<file path="src/xbr_pkg.sv">
// Shared types and constants for the xoshiro128** bounded random unit.
`timescale 1ns / 1ps
package xbr_pkg;

  // Datapath operations
  localparam logic [3:0] OP_NONE       = 4'd0;
  localparam logic [3:0] OP_CAPTURE    = 4'd1;
  localparam logic [3:0] OP_STEP       = 4'd2;
  localparam logic [3:0] OP_DIV_THR    = 4'd3;
  localparam logic [3:0] OP_DIV_DRAW   = 4'd4;
  localparam logic [3:0] OP_DIV_STEP   = 4'd5;
  localparam logic [3:0] OP_THR_SAVE   = 4'd6;
  localparam logic [3:0] OP_SEED_ADD   = 4'd7;
  localparam logic [3:0] OP_XSHIFT     = 4'd8;
  localparam logic [3:0] OP_MUL0       = 4'd9;
  localparam logic [3:0] OP_MUL1       = 4'd10;
  localparam logic [3:0] OP_MUL2       = 4'd11;
  localparam logic [3:0] OP_STORE      = 4'd12;
  localparam logic [3:0] OP_FIX        = 4'd13;
  localparam logic [3:0] OP_OUT        = 4'd14;

  // Result source for OP_OUT
  localparam logic [1:0] SEL_ZERO = 2'd0;
  localparam logic [1:0] SEL_RAW  = 2'd1;
  localparam logic [1:0] SEL_REM  = 2'd2;

  // Request kinds
  localparam logic [1:0] FUNC_RAW     = 2'd0;
  localparam logic [1:0] FUNC_BOUNDED = 2'd1;
  localparam logic [1:0] FUNC_RESEED  = 2'd2;

  localparam logic [63:0] GOLDEN_INC = 64'h9E3779B97F4A7C15;
  localparam logic [63:0] MIX_MUL_A  = 64'hBF58476D1CE4E5B9;
  localparam logic [63:0] MIX_MUL_B  = 64'h94D049BB133111EB;

  localparam int unsigned DIV_STEPS = 32;

  typedef struct packed {
    logic [3:0] op;
    logic       mix_b;
    logic [1:0] idx;
    logic [1:0] sel;
  } xbr_cmd_t;

  typedef struct packed {
    logic [1:0] func;
    logic       bound_small;
    logic       below_thr;
  } xbr_status_t;

endpackage

</file>
<file path="src/xoshiro128ss_bounded_random_unit.sv">
// Top level of the xoshiro128** bounded random unit with SplitMix64 reseed.
`timescale 1ns / 1ps
//
//  channel  direction  handshake            payload
//  in       sink       in_valid / in_ready  func[1:0], bound[31:0], seed_value[63:0]
//  out      source     out_valid/out_ready  value[31:0]
//
//  Work per request: a bounded draw runs two 32-step restoring divisions on one
//  shared remainder unit, with a new draw for each rejected one; a reseed runs
//  four SplitMix64 mixes, each two 64-bit products built from three passes
//  through one 32x32 multiplier.
//  Reset: rst clears control and sets the generator state to word0 = 1, rest 0.
//  Stalls: a new transaction is taken while a finished result waits in the
//  output register; the next result holds in its final state until that is taken.
module xoshiro128ss_bounded_random_unit (
  input  logic        clk,
  input  logic        rst,
  input  logic        in_valid,
  output logic        in_ready,
  input  logic [1:0]  func,
  input  logic [31:0] bound,
  input  logic [63:0] seed_value,
  output logic        out_valid,
  input  logic        out_ready,
  output logic [31:0] value
);
  import xbr_pkg::*;

  // Command and status buses between the sequencer and the datapath
  xbr_cmd_t    cmd;
  xbr_status_t status;

  // Sequencer: owns the state machine, step counters and the result handshake
  xbr_ctrl u_ctrl (
    .clk       (clk),
    .rst       (rst),
    .in_valid  (in_valid),
    .in_ready  (in_ready),
    .out_valid (out_valid),
    .out_ready (out_ready),
    .status    (status),
    .cmd       (cmd)
  );

  // Datapath: generator words, divider, multiplier, output register
  xbr_dp u_dp (
    .clk        (clk),
    .rst        (rst),
    .cmd        (cmd),
    .func       (func),
    .bound      (bound),
    .seed_value (seed_value),
    .status     (status),
    .value      (value)
  );

endmodule

</file>
<file path="src/xbr_dp.sv">
// Datapath: generator state, shared divider, shared 32x32 multiplier, result register.
`timescale 1ns / 1ps
module xbr_dp (
  input  logic               clk,
  input  logic               rst,
  input  xbr_pkg::xbr_cmd_t  cmd,
  input  logic [1:0]         func,
  input  logic [31:0]        bound,
  input  logic [63:0]        seed_value,
  output xbr_pkg::xbr_status_t status,
  output logic [31:0]        value
);
  import xbr_pkg::*;

  logic [31:0] gen_words [4];
  logic [1:0]  func_q;
  logic [31:0] bound_q;
  logic [63:0] sm;
  logic [63:0] z;
  logic [63:0] acc;
  logic [31:0] r;
  logic [31:0] thr;
  logic [31:0] rem;
  logic [31:0] dvd;

  logic [31:0] w1x5;
  logic [31:0] raw_out;
  logic [32:0] rem_sh;
  logic [32:0] diff;
  logic [63:0] mul_c;
  logic [31:0] mul_a;
  logic [31:0] mul_b;
  logic [63:0] prod;
  logic [63:0] seed_sum;
  logic [63:0] zs_out;
  logic        all_zero;

  assign w1x5    = (gen_words[1] << 2) + gen_words[1];
  assign raw_out = ({w1x5[24:0], w1x5[31:25]} << 3) + {w1x5[24:0], w1x5[31:25]};

  assign rem_sh = {rem, dvd[31]};
  assign diff   = rem_sh - {1'b0, bound_q};

  assign mul_c = cmd.mix_b ? MIX_MUL_B : MIX_MUL_A;
  always_comb begin
    case (cmd.op)
      OP_MUL1: begin
        mul_a = z[31:0];
        mul_b = mul_c[63:32];
      end
      OP_MUL2: begin
        mul_a = z[63:32];
        mul_b = mul_c[31:0];
      end
      default: begin
        mul_a = z[31:0];
        mul_b = mul_c[31:0];
      end
    endcase
  end
  assign prod = mul_a * mul_b;

  assign seed_sum = sm + GOLDEN_INC;
  assign zs_out   = z ^ (z >> 31);
  assign all_zero = (gen_words[0] | gen_words[1] | gen_words[2] | gen_words[3]) == 32'd0;

  assign status.func        = func_q;
  assign status.bound_small = bound_q < 32'd2;
  assign status.below_thr   = r < thr;

  always_ff @(posedge clk) begin
    if (rst) begin
      gen_words[0] <= 32'd1;
      gen_words[1] <= 32'd0;
      gen_words[2] <= 32'd0;
      gen_words[3] <= 32'd0;
    end else begin
      case (cmd.op)
        OP_STEP: begin
          gen_words[0] <= gen_words[0] ^ gen_words[3] ^ gen_words[1];
          gen_words[1] <= gen_words[1] ^ gen_words[2] ^ gen_words[0];
          gen_words[2] <= gen_words[2] ^ gen_words[0] ^ (gen_words[1] << 9);
          gen_words[3] <= {gen_words[3][20:0] ^ gen_words[1][20:0],
                           gen_words[3][31:21] ^ gen_words[1][31:21]};
        end
        OP_STORE: gen_words[cmd.idx] <= zs_out[63:32];
        OP_FIX: begin
          if (all_zero) begin
            gen_words[0] <= 32'd1;
          end
        end
        default: ;
      endcase
    end
  end

  always_ff @(posedge clk) begin
    case (cmd.op)
      OP_CAPTURE: begin
        func_q  <= func;
        bound_q <= bound;
        sm      <= seed_value;
      end
      OP_STEP: r <= raw_out;
      OP_DIV_THR: begin
        dvd <= 32'd0 - bound_q;
        rem <= 32'd0;
      end
      OP_DIV_DRAW: begin
        dvd <= r;
        rem <= 32'd0;
      end
      OP_DIV_STEP: begin
        dvd <= dvd << 1;
        rem <= diff[32] ? rem_sh[31:0] : diff[31:0];
      end
      OP_THR_SAVE: thr <= rem;
      OP_SEED_ADD: begin
        sm <= seed_sum;
        z  <= seed_sum;
      end
      OP_XSHIFT: z <= cmd.mix_b ? (z ^ (z >> 27)) : (z ^ (z >> 30));
      OP_MUL0: acc <= prod;
      OP_MUL1: acc[63:32] <= acc[63:32] + prod[31:0];
      OP_MUL2: z <= {acc[63:32] + prod[31:0], acc[31:0]};
      OP_OUT: begin
        case (cmd.sel)
          SEL_RAW: value <= r;
          SEL_REM: value <= rem;
          default: value <= 32'd0;
        endcase
      end
      default: ;
    endcase
  end

`ifndef SYNTHESIS
  a_state_nonzero: assert property (@(posedge clk) disable iff (rst)
    (cmd.op == OP_STEP) |-> !all_zero)
    else $error("generator state is all zero at a step");
  a_rem_below_bound: assert property (@(posedge clk) disable iff (rst)
    (cmd.op == OP_DIV_STEP) |=> (rem < bound_q))
    else $error("partial remainder not below bound");
  a_fix_nonzero: assert property (@(posedge clk) disable iff (rst)
    (cmd.op == OP_FIX) |=> !all_zero)
    else $error("reseed left an all-zero state");
`endif

endmodule

</file>
<file path="src/xbr_ctrl.sv">
// Controller: sequences requests, divider steps, seed expansion and the result handshake.
`timescale 1ns / 1ps
module xbr_ctrl (
  input  logic                 clk,
  input  logic                 rst,
  input  logic                 in_valid,
  output logic                 in_ready,
  output logic                 out_valid,
  input  logic                 out_ready,
  input  xbr_pkg::xbr_status_t status,
  output xbr_pkg::xbr_cmd_t    cmd
);
  import xbr_pkg::*;

  localparam logic [3:0] S_IDLE     = 4'd0;
  localparam logic [3:0] S_DISPATCH = 4'd1;
  localparam logic [3:0] S_THR_DIV  = 4'd2;
  localparam logic [3:0] S_THR_SAVE = 4'd3;
  localparam logic [3:0] S_DRAW     = 4'd4;
  localparam logic [3:0] S_CHECK    = 4'd5;
  localparam logic [3:0] S_MOD_DIV  = 4'd6;
  localparam logic [3:0] S_SEED_ADD = 4'd7;
  localparam logic [3:0] S_XSHIFT   = 4'd8;
  localparam logic [3:0] S_MUL0     = 4'd9;
  localparam logic [3:0] S_MUL1     = 4'd10;
  localparam logic [3:0] S_MUL2     = 4'd11;
  localparam logic [3:0] S_STORE    = 4'd12;
  localparam logic [3:0] S_FIX      = 4'd13;
  localparam logic [3:0] S_FINISH   = 4'd14;

  localparam logic [4:0] CNT_LAST = 5'(DIV_STEPS - 1);

  logic [3:0] state, state_next;
  logic [4:0] cnt, cnt_next;
  logic [1:0] idx, idx_next;
  logic       mix_b, mix_b_next;
  logic [1:0] sel, sel_next;
  logic       out_valid_next;
  logic       out_free;

  assign in_ready = (state == S_IDLE);
  assign out_free = !out_valid || out_ready;

  always_comb begin
    state_next     = state;
    cnt_next       = cnt;
    idx_next       = idx;
    mix_b_next     = mix_b;
    sel_next       = sel;
    out_valid_next = out_valid && !out_ready;
    cmd.op         = OP_NONE;
    cmd.mix_b      = mix_b;
    cmd.idx        = idx;
    cmd.sel        = sel;
    case (state)
      S_IDLE: begin
        if (in_valid) begin
          cmd.op     = OP_CAPTURE;
          state_next = S_DISPATCH;
        end
      end
      S_DISPATCH: begin
        case (status.func)
          FUNC_RAW: begin
            cmd.op     = OP_STEP;
            sel_next   = SEL_RAW;
            state_next = S_FINISH;
          end
          FUNC_BOUNDED: begin
            if (status.bound_small) begin
              sel_next   = SEL_ZERO;
              state_next = S_FINISH;
            end else begin
              cmd.op     = OP_DIV_THR;
              cnt_next   = 5'd0;
              state_next = S_THR_DIV;
            end
          end
          FUNC_RESEED: begin
            idx_next   = 2'd0;
            sel_next   = SEL_ZERO;
            state_next = S_SEED_ADD;
          end
          default: begin
            sel_next   = SEL_ZERO;
            state_next = S_FINISH;
          end
        endcase
      end
      S_THR_DIV: begin
        cmd.op   = OP_DIV_STEP;
        cnt_next = cnt + 5'd1;
        if (cnt == CNT_LAST) begin
          state_next = S_THR_SAVE;
        end
      end
      S_THR_SAVE: begin
        cmd.op     = OP_THR_SAVE;
        state_next = S_DRAW;
      end
      S_DRAW: begin
        cmd.op     = OP_STEP;
        state_next = S_CHECK;
      end
      S_CHECK: begin
        if (status.below_thr) begin
          state_next = S_DRAW;
        end else begin
          cmd.op     = OP_DIV_DRAW;
          cnt_next   = 5'd0;
          state_next = S_MOD_DIV;
        end
      end
      S_MOD_DIV: begin
        cmd.op   = OP_DIV_STEP;
        cnt_next = cnt + 5'd1;
        if (cnt == CNT_LAST) begin
          sel_next   = SEL_REM;
          state_next = S_FINISH;
        end
      end
      S_SEED_ADD: begin
        cmd.op     = OP_SEED_ADD;
        mix_b_next = 1'b0;
        state_next = S_XSHIFT;
      end
      S_XSHIFT: begin
        cmd.op     = OP_XSHIFT;
        state_next = S_MUL0;
      end
      S_MUL0: begin
        cmd.op     = OP_MUL0;
        state_next = S_MUL1;
      end
      S_MUL1: begin
        cmd.op     = OP_MUL1;
        state_next = S_MUL2;
      end
      S_MUL2: begin
        cmd.op = OP_MUL2;
        if (mix_b) begin
          state_next = S_STORE;
        end else begin
          mix_b_next = 1'b1;
          state_next = S_XSHIFT;
        end
      end
      S_STORE: begin
        cmd.op = OP_STORE;
        if (idx == 2'd3) begin
          state_next = S_FIX;
        end else begin
          idx_next   = idx + 2'd1;
          state_next = S_SEED_ADD;
        end
      end
      S_FIX: begin
        cmd.op     = OP_FIX;
        state_next = S_FINISH;
      end
      S_FINISH: begin
        if (out_free) begin
          cmd.op         = OP_OUT;
          out_valid_next = 1'b1;
          state_next     = S_IDLE;
        end
      end
      default: state_next = S_IDLE;
    endcase
  end

  always_ff @(posedge clk) begin
    if (rst) begin
      state     <= S_IDLE;
      out_valid <= 1'b0;
      cnt       <= 5'd0;
      idx       <= 2'd0;
      mix_b     <= 1'b0;
      sel       <= SEL_ZERO;
    end else begin
      state     <= state_next;
      out_valid <= out_valid_next;
      cnt       <= cnt_next;
      idx       <= idx_next;
      mix_b     <= mix_b_next;
      sel       <= sel_next;
    end
  end

`ifndef SYNTHESIS
  a_accept_dispatch: assert property (@(posedge clk) disable iff (rst)
    (in_valid && in_ready) |=> (state == S_DISPATCH))
    else $error("accepted transaction not dispatched");
  a_result_from_finish: assert property (@(posedge clk) disable iff (rst)
    $rose(out_valid) |-> ($past(state) == S_FINISH))
    else $error("result raised outside finish");
  a_check_after_draw: assert property (@(posedge clk) disable iff (rst)
    (state == S_CHECK) |-> ($past(state) == S_DRAW))
    else $error("rejection check without a fresh draw");
`endif

endmodule

</file>
<file path="config.mk">
export PLATFORM = sky130hd
export DESIGN_NAME = xoshiro128ss_bounded_random_unit
export DESIGN_NICKNAME = d
export VERILOG_FILES = /design/src/xbr_pkg.sv /design/src/xoshiro128ss_bounded_random_unit.sv /design/src/xbr_dp.sv /design/src/xbr_ctrl.sv
export SDC_FILE = /design/constraint.sdc
export NUM_CORES = 2
export LEC_CHECK = 0
export ABC_AREA = 1
export CAP_MARGIN = 20
export CORE_ASPECT_RATIO = 1.1
export CORE_MARGIN = 4
export CORE_UTILIZATION = 60
export CTS_CLUSTER_SIZE = 24
export DETAILED_ROUTE_END_ITERATION = 16
export DONT_BUFFER_PORTS = 1
export PLACE_DENSITY = 0.78
export SETUP_SLACK_MARGIN = 0.1
export SYNTH_ARGS = -nofsm -noshare
export SYNTH_HDL_FRONTEND = slang
export SYNTH_SLANG_ARGS = --single-unit
</file>
<file path="constraint.sdc">
create_clock -name clk -period 12.41 [get_ports clk]
set_input_delay 1.8615 -clock clk [delete_from_list [all_inputs] [get_ports clk]]
set_output_delay 1.8615 -clock clk [all_outputs]
set_load 0.02 [all_outputs]
</file>
==> metrics <==
run status complete, no violations; 1st-pass router iterations 9; Worst Path Arrival 11.48 ns; cell count after synthesis 8,050; hold buffer count at cts 0; initial antenna violation count 0; die area 116,000 um^2; largest area contributor in the netlist fa_1; Setup WS pre-CTS 1.49 ns; Clk Latency, worst-skew pair 0.66 ns; crit path max fanout 46; Yosys top cell area share 0.249; RSZ-0062 raised after global routing no; Area growth syn-to-layout 5.50%; WL/cell 25.1 um; hold depth 2; WP buf/inv 5; die span in y 357 um; WS Path Type reg2reg; clock skew 0.0445 ns; Post-synth EDFFs 514; Core Area 109,000 um^2; syn avg cell area 8.25 um^2; Vias/cell 6.00; slowest cell on the critical path fa_1; gr usage total 0.410; Crit path depth 36; Startpoint Class flop; WP data required 12.79 ns; FILL cells 9,521; setup bufs post-CTS 0; fin crit share 0.895; post-synthesis sequential area ratio 0.237; post_cts resized 0; Slew @ Worst Pin 1.15 ns; Distinct cells, synth 57; Clock Sinks 529; Clock transition at path regs 0.07 ns; num rows 127; Slew headroom 0.235; residual DRC count 0; fin crit period 11.10 ns; flop-to-flop setup slack 1.31 ns; fmax 90.1 MHz; share of layout cells above drive strength 1 0.0434; post-route setup TNS 0 ns; Final Max Slew Viols 0; H-tree lvl count 2; Final WS setup 1.31 ns; fin cells 9,489; Die X 325 um; GRT overflow 0; endpoints failing setup 0; Initial Util 0.607; leading cell types in the layout, fill and taps excluded 1,727 x nand2_1, 1,511 x inv_1, 870 x nor2_1; clock buffer count from CTS 53; vias after detailed routing 56,922; Synth area leaders fa_1 25%, edfxtp_1 23%, nand2_1 9.8%, ha_1 9.5%, inv_1 8.6%; Synth Flop Type edfxtp_1; delay of the slowest critical-path stage 0.61 ns; commonest non-fill, non-tap cell in the layout nand2_1; Bufs on Longest Clock Path 3; Max Cap Viol 0; Final GP Congestion 1.08; Iteration-0 DRC Markers 7,287; hold crit path type reg2reg; synthesis warning total 0; Async SR Flop Fraction 0; Placed Cells 9,389; first-pass GRT wire length 355,000 um; Port Buffers 0; vias in the first global route 56,795; final hold viol count 0; ANT nets after route 0; Root Driver clkbuf_16; syn_nets 9,479; Top delay family on crit path adder cells; Syn Std Cell Area 66,400 um^2; io pins 136; CP Capture Type flop; hold_ws 0.467 ns; CP dominant cell by count fa_1; fin nets 9,455; R2R depth 36; number of synthesized register bits 529; DP HPWL 198,000 um; largest net degree at the start of global routing 96; Routed WL 238,000 um; CTS tree built
[state kept, by name (all words and copies together) (netlist names)]
name and cells:
u_ctrl.out_valid 1, u_dp.rem 32, u_dp.z 64, u_dp.gen_words 128, u_dp.sm 64, u_dp.value 32
u_dp.r 32, u_ctrl.state 4, u_ctrl.sel 2, u_dp.bound_q 32, u_ctrl.mix_b 1, u_dp.acc 64
u_dp.dvd 32, u_dp.func_q 2, u_dp.thr 32, u_ctrl.cnt 5, u_ctrl.idx 2
[final timing paths]
check | from | endpoint
hold / removal | u_ctrl.cnt[3]$_SDFFE_PP0P_ | u_ctrl.cnt[3]$_SDFFE_PP0P_
setup reg to reg | u_ctrl.state[1]$_SDFFE_PP0P_ | u_dp.acc[63]$_DFFE_PP_
hold reg to reg | u_ctrl.cnt[3]$_SDFFE_PP0P_ | u_ctrl.cnt[3]$_SDFFE_PP0P_
setup / recovery | u_ctrl.state[1]$_SDFFE_PP0P_ | u_dp.acc[63]$_DFFE_PP_
[metrics by stage]
stage / util / instance area (um^2)
final: 0.640 / 70100
after detailed placement: 0.623 / 68200
after global routing: 0.640 / 70100
after CTS: 0.640 / 70000
after global placement: 0.623 / 68200
after floorplan: - / 66400
[worst min-delay path, stage by stage (launching register included)]
cell     delay [ns]
dfxtp_1        0.31
nand2_1        0.06
a21oi_1        0.05
[Yosys cell counts, types with 3 or more instances]
cell type	count
nand3b_1	23
inv_2	9
ha_1	502
nor2_2	5
inv_1	1514
o21ai_2	3
o221ai_1	7
o21bai_1	28
a31oi_1	34
buf_2	42
buf_6	13
a21o_1	26
a221oi_1	5
edfxtp_1	514
nor4_1	26
o21ai_0	321
o211ai_1	44
nor3_1	62
o22ai_1	5
xor2_1	201
o21a_1	7
nor2_1	875
nand4_1	66
nor3_2	4
nand3_1	371
or2_2	119
dfxtp_1	15
a21oi_1	330
buf_4	6
nand2_1	1728
clkbuf_1	123
xnor2_1	134
buf_1	4
o21ai_1	15
a21boi_0	8
o31ai_1	3
fa_1	825
and3_1	5
a211oi_1	6
[routing by layer]
metal  share of wire  GRT usage  wire, um
met4           0.057      0.183     13500
met3            0.13      0.123     30600
met5         0.00071     0.0135       170
met2            0.43      0.621    103000
met1            0.38      0.547     91100
[kinds of logic (layout without fill, tap and decap cells)]
family	Yosys count	after routing	share of synthesized area
buf+inv	1713	1732	0.0994
fa+ha+maj	1327	1327	0.343
flops	529	529	0.237
simple gates	3292	3292	0.205
compound gates	854	854	0.0713
xor+xnor	335	335	0.0442
other cells	0	1	0
[layout make-up]
cell class	count	area, um^2	area share
multi-input cells	5808	44100	0.630
flip-flops and latches	529	15700	0.225
repair buffers	109	886	0.0126
inverters	1525	5720	0.0817
clock inverters	36	429	0.00613
well taps	1419	1780	0.0253
diodes	1	2.50	0.0000357
clock buffers	62	1360	0.0194
Power is left out: the tool's default activity adds up to more than one toggle a clock period on the data nets, which glitch-free logic cannot reach.
